File: src/rtl/dcct_pkg.sv
// Shared constants, face tables and pipeline item type for the cube cross texel lookup.
package dcct_pkg;

  // Default configuration of the block
  localparam int MAX_TILE_DEF        = 1024;
  localparam int COORD_FRAC_BITS_DEF = 15;

  // Field widths fixed by the interface
  localparam int DIR_W        = 16;
  localparam int TILE_CFG_W   = 11;
  localparam int TILE_RESET   = 256;
  localparam int FACE_W       = 3;
  localparam int OUT_COORD_W  = 12;
  localparam int OUT_ADDR_W   = 24;
  localparam int NUM_FACES    = 6;
  localparam int BASE_W       = 3;

  typedef logic [1:0]        axis_t;
  typedef logic [BASE_W-1:0] base_t;

  // Major axis, column minor axis and row minor axis of each face (0 = x, 1 = y, 2 = z)
  localparam axis_t MAJOR_AX [NUM_FACES] = '{2'd1, 2'd0, 2'd2, 2'd1, 2'd0, 2'd2};
  localparam axis_t COL_AX   [NUM_FACES] = '{2'd0, 2'd2, 2'd0, 2'd0, 2'd2, 2'd0};
  localparam axis_t ROW_AX   [NUM_FACES] = '{2'd2, 2'd1, 2'd1, 2'd2, 2'd1, 2'd1};

  // Bit i set: face i looks down the negative major axis
  localparam logic [NUM_FACES-1:0] FACE_NEG = 6'b111000;
  // Bit i set: the minor term enters the column or row position negated
  localparam logic [NUM_FACES-1:0] COL_NEG  = 6'b010000;
  localparam logic [NUM_FACES-1:0] ROW_NEG  = 6'b001100;

  // Tile offset in half tiles, less one (the minor term is pre-biased by one major)
  localparam base_t COL_BASE [NUM_FACES] = '{3'd2, 3'd4, 3'd2, 3'd2, 3'd0, 3'd2};
  localparam base_t ROW_BASE [NUM_FACES] = '{3'd4, 3'd2, 3'd6, 3'd0, 3'd2, 3'd2};

  // Per-transaction control carried alongside the divider data
  typedef struct packed {
    logic              hit;
    logic [FACE_W-1:0] face;
    base_t             col_base;
    base_t             row_base;
    logic [DIR_W-1:0]  major;
  } item_t;

endpackage

File: src/rtl/dcct_face_sel.sv
// Face selection, minor term biasing and integer quotient digits (three register stages).
module dcct_face_sel #(
  parameter int QW = dcct_pkg::COORD_FRAC_BITS_DEF + 2
) (
  input  logic                                clk,
  input  logic                                rst,
  input  logic                                start,
  input  logic signed [dcct_pkg::DIR_W-1:0]   dir_x,
  input  logic signed [dcct_pkg::DIR_W-1:0]   dir_y,
  input  logic signed [dcct_pkg::DIR_W-1:0]   dir_z,
  output logic                                valid_out,
  output dcct_pkg::item_t                     item_out,
  output logic [dcct_pkg::DIR_W-1:0]          rem_col,
  output logic [dcct_pkg::DIR_W-1:0]          rem_row,
  output logic [QW-1:0]                       quo_col,
  output logic [QW-1:0]                       quo_row
);
  import dcct_pkg::*;

  localparam int SW = DIR_W + 1;

  logic signed [SW-1:0]  comp  [3];
  logic signed [SW-1:0]  mag   [3];
  logic signed [SW-1:0]  maj_f [NUM_FACES];
  logic [NUM_FACES-1:0]  match;
  logic [FACE_W-1:0]     sel;
  logic signed [SW-1:0]  tcol_next;
  logic signed [SW-1:0]  trow_next;

  logic                  v1;
  item_t                 item1;
  logic signed [SW-1:0]  tcol1;
  logic signed [SW-1:0]  trow1;

  logic signed [SW:0]    sum_col;
  logic signed [SW:0]    sum_row;
  logic                  v2;
  item_t                 item2;
  logic [SW-1:0]         tp_col2;
  logic [SW-1:0]         tp_row2;

  logic [SW-1:0]         m1;
  logic [SW-1:0]         m2;
  logic [1:0]            qi_col;
  logic [1:0]            qi_row;
  logic [SW-1:0]         rc_full;
  logic [SW-1:0]         rr_full;

  // Widen components and take magnitudes
  always_comb begin
    comp[0] = SW'(dir_x);
    comp[1] = SW'(dir_y);
    comp[2] = SW'(dir_z);
    for (int k = 0; k < 3; k++) begin
      mag[k] = (comp[k] < 0) ? -comp[k] : comp[k];
    end
  end

  // Test every face; the highest matching index wins
  always_comb begin
    for (int i = 0; i < NUM_FACES; i++) begin
      maj_f[i] = FACE_NEG[i] ? -comp[MAJOR_AX[i]] : comp[MAJOR_AX[i]];
      match[i] = (maj_f[i] > 0) && (maj_f[i] >= mag[COL_AX[i]]) &&
                 (maj_f[i] >= mag[ROW_AX[i]]);
    end
    sel = '0;
    for (int i = 0; i < NUM_FACES; i++) begin
      if (match[i]) sel = FACE_W'(i);
    end
    tcol_next = COL_NEG[sel] ? -comp[COL_AX[sel]] : comp[COL_AX[sel]];
    trow_next = ROW_NEG[sel] ? -comp[ROW_AX[sel]] : comp[ROW_AX[sel]];
  end

  // Stage 1: register the selected face and its signed minor terms
  always_ff @(posedge clk) begin
    if (rst) begin
      v1 <= 1'b0;
    end else begin
      v1 <= start;
    end
    item1.hit      <= |match;
    item1.face     <= sel;
    item1.col_base <= COL_BASE[sel];
    item1.row_base <= ROW_BASE[sel];
    item1.major    <= maj_f[sel][DIR_W-1:0];
    tcol1          <= tcol_next;
    trow1          <= trow_next;
  end

  // Stage 2: bias minor terms by one major so they are never negative
  assign sum_col = (SW+1)'(tcol1) + (SW+1)'(signed'({1'b0, item1.major}));
  assign sum_row = (SW+1)'(trow1) + (SW+1)'(signed'({1'b0, item1.major}));

  always_ff @(posedge clk) begin
    if (rst) begin
      v2 <= 1'b0;
    end else begin
      v2 <= v1;
    end
    item2   <= item1;
    tp_col2 <= sum_col[SW-1:0];
    tp_row2 <= sum_row[SW-1:0];
  end

  // Stage 3: integer quotient digit (0 to 2) and first remainder
  always_comb begin
    m1 = {1'b0, item2.major};
    m2 = {item2.major, 1'b0};
    if (tp_col2 >= m2) begin
      qi_col  = 2'd2;
      rc_full = tp_col2 - m2;
    end else if (tp_col2 >= m1) begin
      qi_col  = 2'd1;
      rc_full = tp_col2 - m1;
    end else begin
      qi_col  = 2'd0;
      rc_full = tp_col2;
    end
    if (tp_row2 >= m2) begin
      qi_row  = 2'd2;
      rr_full = tp_row2 - m2;
    end else if (tp_row2 >= m1) begin
      qi_row  = 2'd1;
      rr_full = tp_row2 - m1;
    end else begin
      qi_row  = 2'd0;
      rr_full = tp_row2;
    end
  end

  always_ff @(posedge clk) begin
    if (rst) begin
      valid_out <= 1'b0;
    end else begin
      valid_out <= v2;
    end
    item_out <= item2;
    rem_col  <= rc_full[DIR_W-1:0];
    rem_row  <= rr_full[DIR_W-1:0];
    quo_col  <= QW'(qi_col);
    quo_row  <= QW'(qi_row);
  end

  // Only the zero vector misses every face
  a_miss_only_zero: assert property (@(posedge clk) disable iff (rst)
    v1 && !item1.hit |-> $past(dir_x == '0 && dir_y == '0 && dir_z == '0))
    else $error("face miss on a non-zero direction");

  // A selected face always has a strictly positive major component
  a_major_nonzero: assert property (@(posedge clk) disable iff (rst)
    v1 && item1.hit |-> item1.major != '0)
    else $error("selected face with zero major component");

endmodule

File: src/rtl/dcct_div_step.sv
// One restoring divider step: one fractional quotient bit for column and row.
module dcct_div_step #(
  parameter int QW = dcct_pkg::COORD_FRAC_BITS_DEF + 2
) (
  input  logic                        clk,
  input  logic                        rst,
  input  logic                        valid_in,
  input  dcct_pkg::item_t             item_in,
  input  logic [dcct_pkg::DIR_W-1:0]  rem_col_in,
  input  logic [dcct_pkg::DIR_W-1:0]  rem_row_in,
  input  logic [QW-1:0]               quo_col_in,
  input  logic [QW-1:0]               quo_row_in,
  output logic                        valid_out,
  output dcct_pkg::item_t             item_out,
  output logic [dcct_pkg::DIR_W-1:0]  rem_col_out,
  output logic [dcct_pkg::DIR_W-1:0]  rem_row_out,
  output logic [QW-1:0]               quo_col_out,
  output logic [QW-1:0]               quo_row_out
);
  import dcct_pkg::*;

  logic [DIR_W:0]   r2_col;
  logic [DIR_W:0]   r2_row;
  logic [DIR_W:0]   dv;
  logic             ge_col;
  logic             ge_row;
  logic [DIR_W:0]   diff_col;
  logic [DIR_W:0]   diff_row;

  // Double the remainder and try to take the divisor away
  always_comb begin
    dv       = {1'b0, item_in.major};
    r2_col   = {rem_col_in, 1'b0};
    r2_row   = {rem_row_in, 1'b0};
    ge_col   = r2_col >= dv;
    ge_row   = r2_row >= dv;
    diff_col = r2_col - dv;
    diff_row = r2_row - dv;
  end

  // Advance the transaction one step
  always_ff @(posedge clk) begin
    if (rst) begin
      valid_out <= 1'b0;
    end else begin
      valid_out <= valid_in;
    end
    item_out    <= item_in;
    rem_col_out <= ge_col ? diff_col[DIR_W-1:0] : r2_col[DIR_W-1:0];
    rem_row_out <= ge_row ? diff_row[DIR_W-1:0] : r2_row[DIR_W-1:0];
    quo_col_out <= {quo_col_in[QW-2:0], ge_col};
    quo_row_out <= {quo_row_in[QW-2:0], ge_row};
  end

  // Remainder stays below the divisor after every step
  a_rem_bound: assert property (@(posedge clk) disable iff (rst)
    valid_out && item_out.hit |->
      rem_col_out < item_out.major && rem_row_out < item_out.major)
    else $error("divider remainder out of range");

endmodule

File: src/rtl/dcct_texel_map.sv
// Scale half-tile positions by the tile size, clamp to the cross image and form the address.
module dcct_texel_map #(
  parameter int F  = dcct_pkg::COORD_FRAC_BITS_DEF,
  parameter int TW = 11
) (
  input  logic                              clk,
  input  logic                              rst,
  input  logic                              valid_in,
  input  dcct_pkg::item_t                   item_in,
  input  logic [F+1:0]                      quo_col,
  input  logic [F+1:0]                      quo_row,
  input  logic [TW-1:0]                     tile,
  output logic                              done,
  output logic                              hit,
  output logic [dcct_pkg::FACE_W-1:0]       face,
  output logic [dcct_pkg::OUT_COORD_W-1:0]  texel_col,
  output logic [dcct_pkg::OUT_COORD_W-1:0]  texel_row,
  output logic [dcct_pkg::OUT_ADDR_W-1:0]   texel_addr
);
  import dcct_pkg::*;

  localparam int PW = F + 4;
  localparam int MW = PW + TW;
  localparam int VW = MW - F - 1;
  localparam int CW = TW + 2;
  localparam int AW = 2 * CW;

  logic [CW-1:0] tile3;
  logic [CW-1:0] lim_col;
  logic [CW-1:0] lim_row;

  logic          va;
  item_t         item_a;
  logic [PW-1:0] p_col_a;
  logic [PW-1:0] p_row_a;

  logic          vb;
  item_t         item_b;
  logic [MW-1:0] prod_col_b;
  logic [MW-1:0] prod_row_b;

  logic [VW-1:0] v_col;
  logic [VW-1:0] v_row;
  logic          vc;
  item_t         item_c;
  logic [CW-1:0] col_c;
  logic [CW-1:0] row_c;

  logic          vd;
  item_t         item_d;
  logic [CW-1:0] col_d;
  logic [CW-1:0] row_d;
  logic [AW-1:0] rowmul_d;

  // Image limits follow the (static) tile size
  always_comb begin
    tile3   = CW'({tile, 1'b0}) + CW'(tile);
    lim_col = tile3 - CW'(1);
    lim_row = {tile, 2'b00} - CW'(1);
  end

  // Stage a: add the tile offset to the quotient, position in half tiles
  always_ff @(posedge clk) begin
    if (rst) begin
      va <= 1'b0;
    end else begin
      va <= valid_in;
    end
    item_a  <= item_in;
    p_col_a <= {1'b0, item_in.col_base, {F{1'b0}}} + {2'b00, quo_col};
    p_row_a <= {1'b0, item_in.row_base, {F{1'b0}}} + {2'b00, quo_row};
  end

  // Stage b: scale by the tile size
  always_ff @(posedge clk) begin
    if (rst) begin
      vb <= 1'b0;
    end else begin
      vb <= va;
    end
    item_b     <= item_a;
    prod_col_b <= MW'(p_col_a) * MW'(tile);
    prod_row_b <= MW'(p_row_a) * MW'(tile);
  end

  // Stage c: drop the fraction and the half, clamp; zero everything on a miss
  assign v_col = prod_col_b[MW-1:F+1];
  assign v_row = prod_row_b[MW-1:F+1];

  always_ff @(posedge clk) begin
    if (rst) begin
      vc <= 1'b0;
    end else begin
      vc <= vb;
    end
    item_c <= item_b;
    if (!item_b.hit) begin
      col_c <= '0;
      row_c <= '0;
    end else begin
      col_c <= (v_col > VW'(lim_col)) ? lim_col : CW'(v_col);
      row_c <= (v_row > VW'(lim_row)) ? lim_row : CW'(v_row);
    end
  end

  // Stage d: row times image width
  always_ff @(posedge clk) begin
    if (rst) begin
      vd <= 1'b0;
    end else begin
      vd <= vc;
    end
    item_d   <= item_c;
    col_d    <= col_c;
    row_d    <= row_c;
    rowmul_d <= AW'(row_c) * AW'(tile3);
  end

  // Stage e: linear address and result registers
  always_ff @(posedge clk) begin
    if (rst) begin
      done <= 1'b0;
    end else begin
      done <= vd;
    end
    hit        <= item_d.hit;
    face       <= item_d.face;
    texel_col  <= OUT_COORD_W'(col_d);
    texel_row  <= OUT_COORD_W'(row_d);
    texel_addr <= OUT_ADDR_W'(rowmul_d + AW'(col_d));
  end

  // A miss reports face zero and a zero texel
  a_miss_zero: assert property (@(posedge clk) disable iff (rst)
    done |-> hit || (face == '0 && texel_col == '0 && texel_row == '0 &&
                     texel_addr == '0))
    else $error("miss with non-zero result fields");

  // Clamped coordinates never leave the cross image
  a_clamp: assert property (@(posedge clk) disable iff (rst)
    vc |-> col_c <= lim_col && row_c <= lim_row)
    else $error("texel coordinate beyond image edge");

endmodule

File: src/rtl/direction_to_cube_cross_texel.sv
// Top level of the direction to vertical-cross cube texel lookup.
// Usage: one direction is taken on every cycle that start is high; busy stays low, so a
// transaction is never refused. Each result appears on the result ports for a single
// cycle marked by done, in start order; the receiver has no way to hold it off and must
// take it then. The pipeline is the quotient divider, which forms one fraction bit
// of minor/major per pipeline stage, plus three stages of face selection ahead of it and
// five stages of scaling, clamping and address generation behind it. tile_size may only
// be written while no transaction is in flight; it is clamped to 1..MAX_TILE.
module direction_to_cube_cross_texel #(
  parameter int MAX_TILE        = dcct_pkg::MAX_TILE_DEF,
  parameter int COORD_FRAC_BITS = dcct_pkg::COORD_FRAC_BITS_DEF
) (
  input  logic                              clk,
  input  logic                              rst,
  input  logic                              start,
  output logic                              busy,
  input  logic signed [dcct_pkg::DIR_W-1:0] dir_x,
  input  logic signed [dcct_pkg::DIR_W-1:0] dir_y,
  input  logic signed [dcct_pkg::DIR_W-1:0] dir_z,
  input  logic                              cfg_we,
  input  logic [dcct_pkg::TILE_CFG_W-1:0]   cfg_wdata,
  output logic                              done,
  output logic                              hit,
  output logic [dcct_pkg::FACE_W-1:0]       face,
  output logic [dcct_pkg::OUT_COORD_W-1:0]  texel_col,
  output logic [dcct_pkg::OUT_COORD_W-1:0]  texel_row,
  output logic [dcct_pkg::OUT_ADDR_W-1:0]   texel_addr
);
  import dcct_pkg::*;

  localparam int F  = COORD_FRAC_BITS;
  localparam int QW = F + 2;
  localparam int TW = $clog2(MAX_TILE + 1);

  logic [TILE_CFG_W-1:0] tile_size;
  logic [TW-1:0]         tile_eff;

  logic                  v_d    [0:F];
  item_t                 item_d [0:F];
  logic [DIR_W-1:0]      rc_d   [0:F];
  logic [DIR_W-1:0]      rr_d   [0:F];
  logic [QW-1:0]         qc_d   [0:F];
  logic [QW-1:0]         qr_d   [0:F];

  // The pipeline never stalls
  assign busy = 1'b0;

  // Tile size register
  always_ff @(posedge clk) begin
    if (rst) begin
      tile_size <= TILE_CFG_W'(TILE_RESET);
    end else if (cfg_we) begin
      tile_size <= cfg_wdata;
    end
  end

  // Hold the tile size clamped to 1..MAX_TILE
  always_ff @(posedge clk) begin
    if (tile_size == '0) begin
      tile_eff <= TW'(1);
    end else if (int'(tile_size) > MAX_TILE) begin
      tile_eff <= TW'(MAX_TILE);
    end else begin
      tile_eff <= TW'(tile_size);
    end
  end

  dcct_face_sel #(
    .QW (QW)
  ) u_face_sel (
    .clk       (clk),
    .rst       (rst),
    .start     (start),
    .dir_x     (dir_x),
    .dir_y     (dir_y),
    .dir_z     (dir_z),
    .valid_out (v_d[0]),
    .item_out  (item_d[0]),
    .rem_col   (rc_d[0]),
    .rem_row   (rr_d[0]),
    .quo_col   (qc_d[0]),
    .quo_row   (qr_d[0])
  );

  // Fraction bits of minor/major, one per stage
  for (genvar k = 0; k < F; k++) begin : g_div
    dcct_div_step #(
      .QW (QW)
    ) u_div_step (
      .clk         (clk),
      .rst         (rst),
      .valid_in    (v_d[k]),
      .item_in     (item_d[k]),
      .rem_col_in  (rc_d[k]),
      .rem_row_in  (rr_d[k]),
      .quo_col_in  (qc_d[k]),
      .quo_row_in  (qr_d[k]),
      .valid_out   (v_d[k+1]),
      .item_out    (item_d[k+1]),
      .rem_col_out (rc_d[k+1]),
      .rem_row_out (rr_d[k+1]),
      .quo_col_out (qc_d[k+1]),
      .quo_row_out (qr_d[k+1])
    );
  end

  dcct_texel_map #(
    .F  (F),
    .TW (TW)
  ) u_texel_map (
    .clk        (clk),
    .rst        (rst),
    .valid_in   (v_d[F]),
    .item_in    (item_d[F]),
    .quo_col    (qc_d[F]),
    .quo_row    (qr_d[F]),
    .tile       (tile_eff),
    .done       (done),
    .hit        (hit),
    .face       (face),
    .texel_col  (texel_col),
    .texel_row  (texel_row),
    .texel_addr (texel_addr)
  );

endmodule

File: config.mk
export PLATFORM = sky130hd
export DESIGN_NAME = direction_to_cube_cross_texel
export DESIGN_NICKNAME = d
export VERILOG_FILES = /design/src/rtl/dcct_pkg.sv /design/src/rtl/dcct_face_sel.sv /design/src/rtl/dcct_div_step.sv /design/src/rtl/dcct_texel_map.sv /design/src/rtl/direction_to_cube_cross_texel.sv
export SDC_FILE = /design/constraint.sdc
export NUM_CORES = 2
export LEC_CHECK = 0
export ABC_AREA = 1
export BUFFER_PORTS_ARGS = -buffer_cell sky130_fd_sc_hd__buf_4
export CORE_ASPECT_RATIO = 1.75
export CORE_UTILIZATION = 61
export CTS_CLUSTER_DIAMETER = 60
export DETAILED_ROUTE_END_ITERATION = 7
export PLACE_DENSITY = 0.74
export SLEW_MARGIN = 10
export SYNTH_ARGS = -nofsm -noshare
export SYNTH_HDL_FRONTEND = slang
export SYNTH_SLANG_ARGS = --single-unit
File: constraint.sdc
create_clock -name clk -period 14.1 [get_ports clk]
set_clock_uncertainty 0.2 [all_clocks]
set_input_delay 2.115 -clock clk [delete_from_list [all_inputs] [get_ports clk]]
set_output_delay 2.115 -clock clk [all_outputs]
set_load 0.005 [all_outputs]
==> results by group <==
Outcome
  • Status: complete, but fails checks
  • Failing checks: DRC

Worst setup path
  • Slowest stage cell, crit path: o21ai_0
  • Data required time at the worst endpoint: 14.60 ns
  • Arr. time, crit path: 10.33 ns
  • Worst Reg2Reg Path Length in Cells: 36
  • Max FO, Critical Path: 30
  • Most common cell on crit path: nand2_1
  • Largest stage delay, worst path: 0.68 ns
  • Worst setup path class: input pin to register
  • Worst Setup Start Kind: input pin
  • CP Capture Type: register

Clock tree
  • Max clock buf depth: 3
  • CTS Buf Count: 137
  • Post-cts gate resize count: 0
  • Setup Fix Bufs, Post-CTS: 0
  • Worst-Skew Late Latency: 0.82 ns
  • # clock sinks: 1522
  • Clock root buffer: clkbuf_16
  • Cts hold-fix bufs: 0
  • CTS tree: yes
  • Htree depth: 4
  • Reg clk slew, reported paths: 0.07 ns

Worst hold path
  • Hold path depth: 0
  • Min-delay worst type: register to register

Yosys
  • Top-area cell type share of the netlist area: 0.3512
  • Yosys warns: 0
  • Synth cell types: 62
  • Synth Area in XOR/XNOR: 0.05846
  • Top-count cell post-synth: nand2_1
  • Syn_area_per_cell: 8.521 um2
  • Cells after synthesis: 10.18k
  • Flop and latch count out of synthesis: 1522
  • Complex-gate fraction of the synthesized area: 0.1026
  • Adder-cell area share of the yosys netlist: 0.2534
  • Sequential area share after synthesis: 0.3512
  • Fraction of synthesized area in multiplexers: 0
  • Predominant post-synthesis flop cell: dfxtp_1
  • Yosys top cell by area: dfxtp_1
  • Simple-Gate Fraction of Synth Area: 0.1606
  • Top cells by area, synth: dfxtp_1 (35%), ha_1 (15%), fa_1 (11%), nand2_1 (9.5%), inv_1 (5.9%)
  • Post-synth EDFFs: 0
  • Synthesized Nets: 11.73k
  • Top cells by count, synth: nand2_1 (2190), dfxtp_1 (1522), inv_1 (1364), ha_1 (1024), a21oi_1 (645)
  • Mapped cell area: 86750 um2
  • Main combinational cell family by area after synthesis: adder cells
  • Asr flop ratio synth: 0

GRT
  • GRT Total Usage: 0.3941
  • GRT overflow: 0
  • Met2 Usage GRT: 0.7042
  • M3 GR Usage: 0.07225
  • First-pass GRT wire length: 421400 um
  • Met1 Use GR: 0.3458
  • Initial antenna violation count: 13
  • Largest net degree at the start of global routing: 63
  • Vias in the first global route: 73.56k
  • Grt peak-use layer: met2

STA
  • Fin. Hold Viols: 0
  • Minimum clock period: 9.835 ns
  • Count of final setup violators: 0
  • Setup TNS: 0 ns
  • Unrepaired setup endpoints after global routing: false
  • Period Utilization, post-route: 0.6975
  • Worst-Margin Slew: 1.247 ns
  • Highest clock rate: 101.7 MHz
  • Slew Viols, Final: 0
  • Relative slew slack: 0.1581

Layout
  • Area Overhead vs Synth: 8.445%
  • Share of layout cells above drive strength 1: 0.05263
  • Non-filler instance count after layout: 12.18k
  • Nets: 11.77k

Floorplan
  • Die width: 287.1 um
  • Core area: 140700 um2
  • Io pins: 117
  • FP Rows: 182
  • Die ar.: 143800 um2
  • Initial Util: 0.6164
  • Die Ht: 500.9 um

Placement
  • DP HPWL: 225600 um
  • GPL Wtd Cong: 1.042
  • Port Buffers: 115
  • Placed Cells: 11.93k

Job
  • Max-cap viol count: 0

Drt
  • Vias/cell: 5.799
  • DR pass1 iterations: 8
  • DR iter-0 viols: 4307
  • DRC Markers: 24
  • Vias: 70.64k
  • Wirelength, routed: 282100 um
  • Final ANT Viol Nets: 0
  • Wire per inst: 23.15 um
layer usage:
metal	share of wire	up-vias	wire length, um
met5	0.00035	-	98
met4	0.14	16	38940
met3	0.055	1559	15430
li1	-	32977	-
met2	0.50	3021	140800
met1	0.31	33065	86800
cell usage in the layout (no fill, tap or decap), types with 15 or more instances in the layout:
master / instances
a211oi_1: 17
a21o_1: 47
a21oi_1: 645
a221o_1: 20
a221oi_1: 15
buf_4: 160
bufinv_16: 15
clkbuf_16: 138
clkbuf_8: 18
clkinv_2: 20
dfxtp_1: 1521
fa_1: 458
ha_1: 1024
inv_1: 1364
inv_2: 37
nand2_1: 2190
nand2_2: 29
nand3_1: 388
nand4_1: 115
nor2_1: 368
nor2_2: 16
nor3_1: 105
nor4_1: 26
o211ai_1: 36
o21ai_0: 640
o21ai_1: 58
o21bai_1: 68
or2_2: 16
xnor2_1: 266
xor2_1: 312
through the flow:
| step | area, um2 | hold slack, ns | setup slack (ns) | utilization |
|---|---|---|---|---|
| after global routing | 94060 | 0.1044 | 3.864 | 0.6684 |
| after floorplan | 86750 | 0.1096 | 6.216 | - |
| after detailed placement | 89140 | 0.1121 | 3.712 | 0.6334 |
| after global placement | 89140 | 0.1095 | 3.765 | 0.6334 |
| final | 94070 | 0.09653 | 4.265 | 0.6685 |
| after CTS | 94050 | 0.09428 | 4.538 | 0.6683 |
cells by family after synthesis:
logic type / Yosys count
AO/OA/AOI/OAI: 1623
XOR/XNOR: 579
adder cells (fa/ha/maj): 1482
buffers and inverters: 1658
flip-flops: 1522
other: 1
AND/OR/NAND/NOR: 3315
state kept, by name, indices dropped and copies added, names as in the netlist, 15 cells and up:
name	cells
g_div.u_div_step.item_out	344
g_div.u_div_step.rem_col_out	224
g_div.u_div_step.rem_row_out	224
g_div.u_div_step.quo_col_out	150
g_div.u_div_step.quo_row_out	150
u_face_sel.item1	24
u_face_sel.item2	24
u_face_sel.item_out	24
u_texel_map.rowmul_d	24
u_texel_map.texel_addr	24
u_texel_map.p_col_a	19
u_texel_map.p_row_a	19
u_face_sel.tcol1	17
u_face_sel.tp_col2	17
u_face_sel.tp_row2	17
u_face_sel.trow1	17
u_face_sel.rem_col	16
u_face_sel.rem_row	16
g_div.u_div_step.valid_out	15
area by class of cell:
cell class,count,area [um2]
flip-flops and latches,1522,30470
clock buffers,170,3754
multi-input cells,7000,49910
clock inverters,82,1157
well taps,1840,2302
inverters,1403,5266
repair buffers,160,1201
diodes,5,12.51
fillers,11197,46660
path summary, 6_finish.rpt:
path / from / endpoint / slack (ns)
hold reg to reg: g_div[10].u_div_step.quo_row_out[0] / g_div[11].u_div_step.quo_row_out[1] / 0.1
setup reg to reg: tile_eff[2] / u_texel_map.rowmul_d[21] / 4.92
hold / removal: g_div[10].u_div_step.quo_row_out[0] / g_div[11].u_div_step.quo_row_out[1] / 0.1
setup / recovery: dir_y[0] / u_face_sel.trow1[12] / 4.27
critical path, delay by kind of cell:
family / cells / cell delay [ns]
AND/OR/NAND/NOR: 21 / 3.99
AO/OA/AOI/OAI: 5 / 1.49
buffers and inverters: 6 / 1.28
XOR/XNOR: 1 / 0.25
adder cells (fa/ha/maj): 4 / 1.13
Power is not shown: default switching activity piles up to over one toggle a cycle in this logic, so the estimate is an artifact.
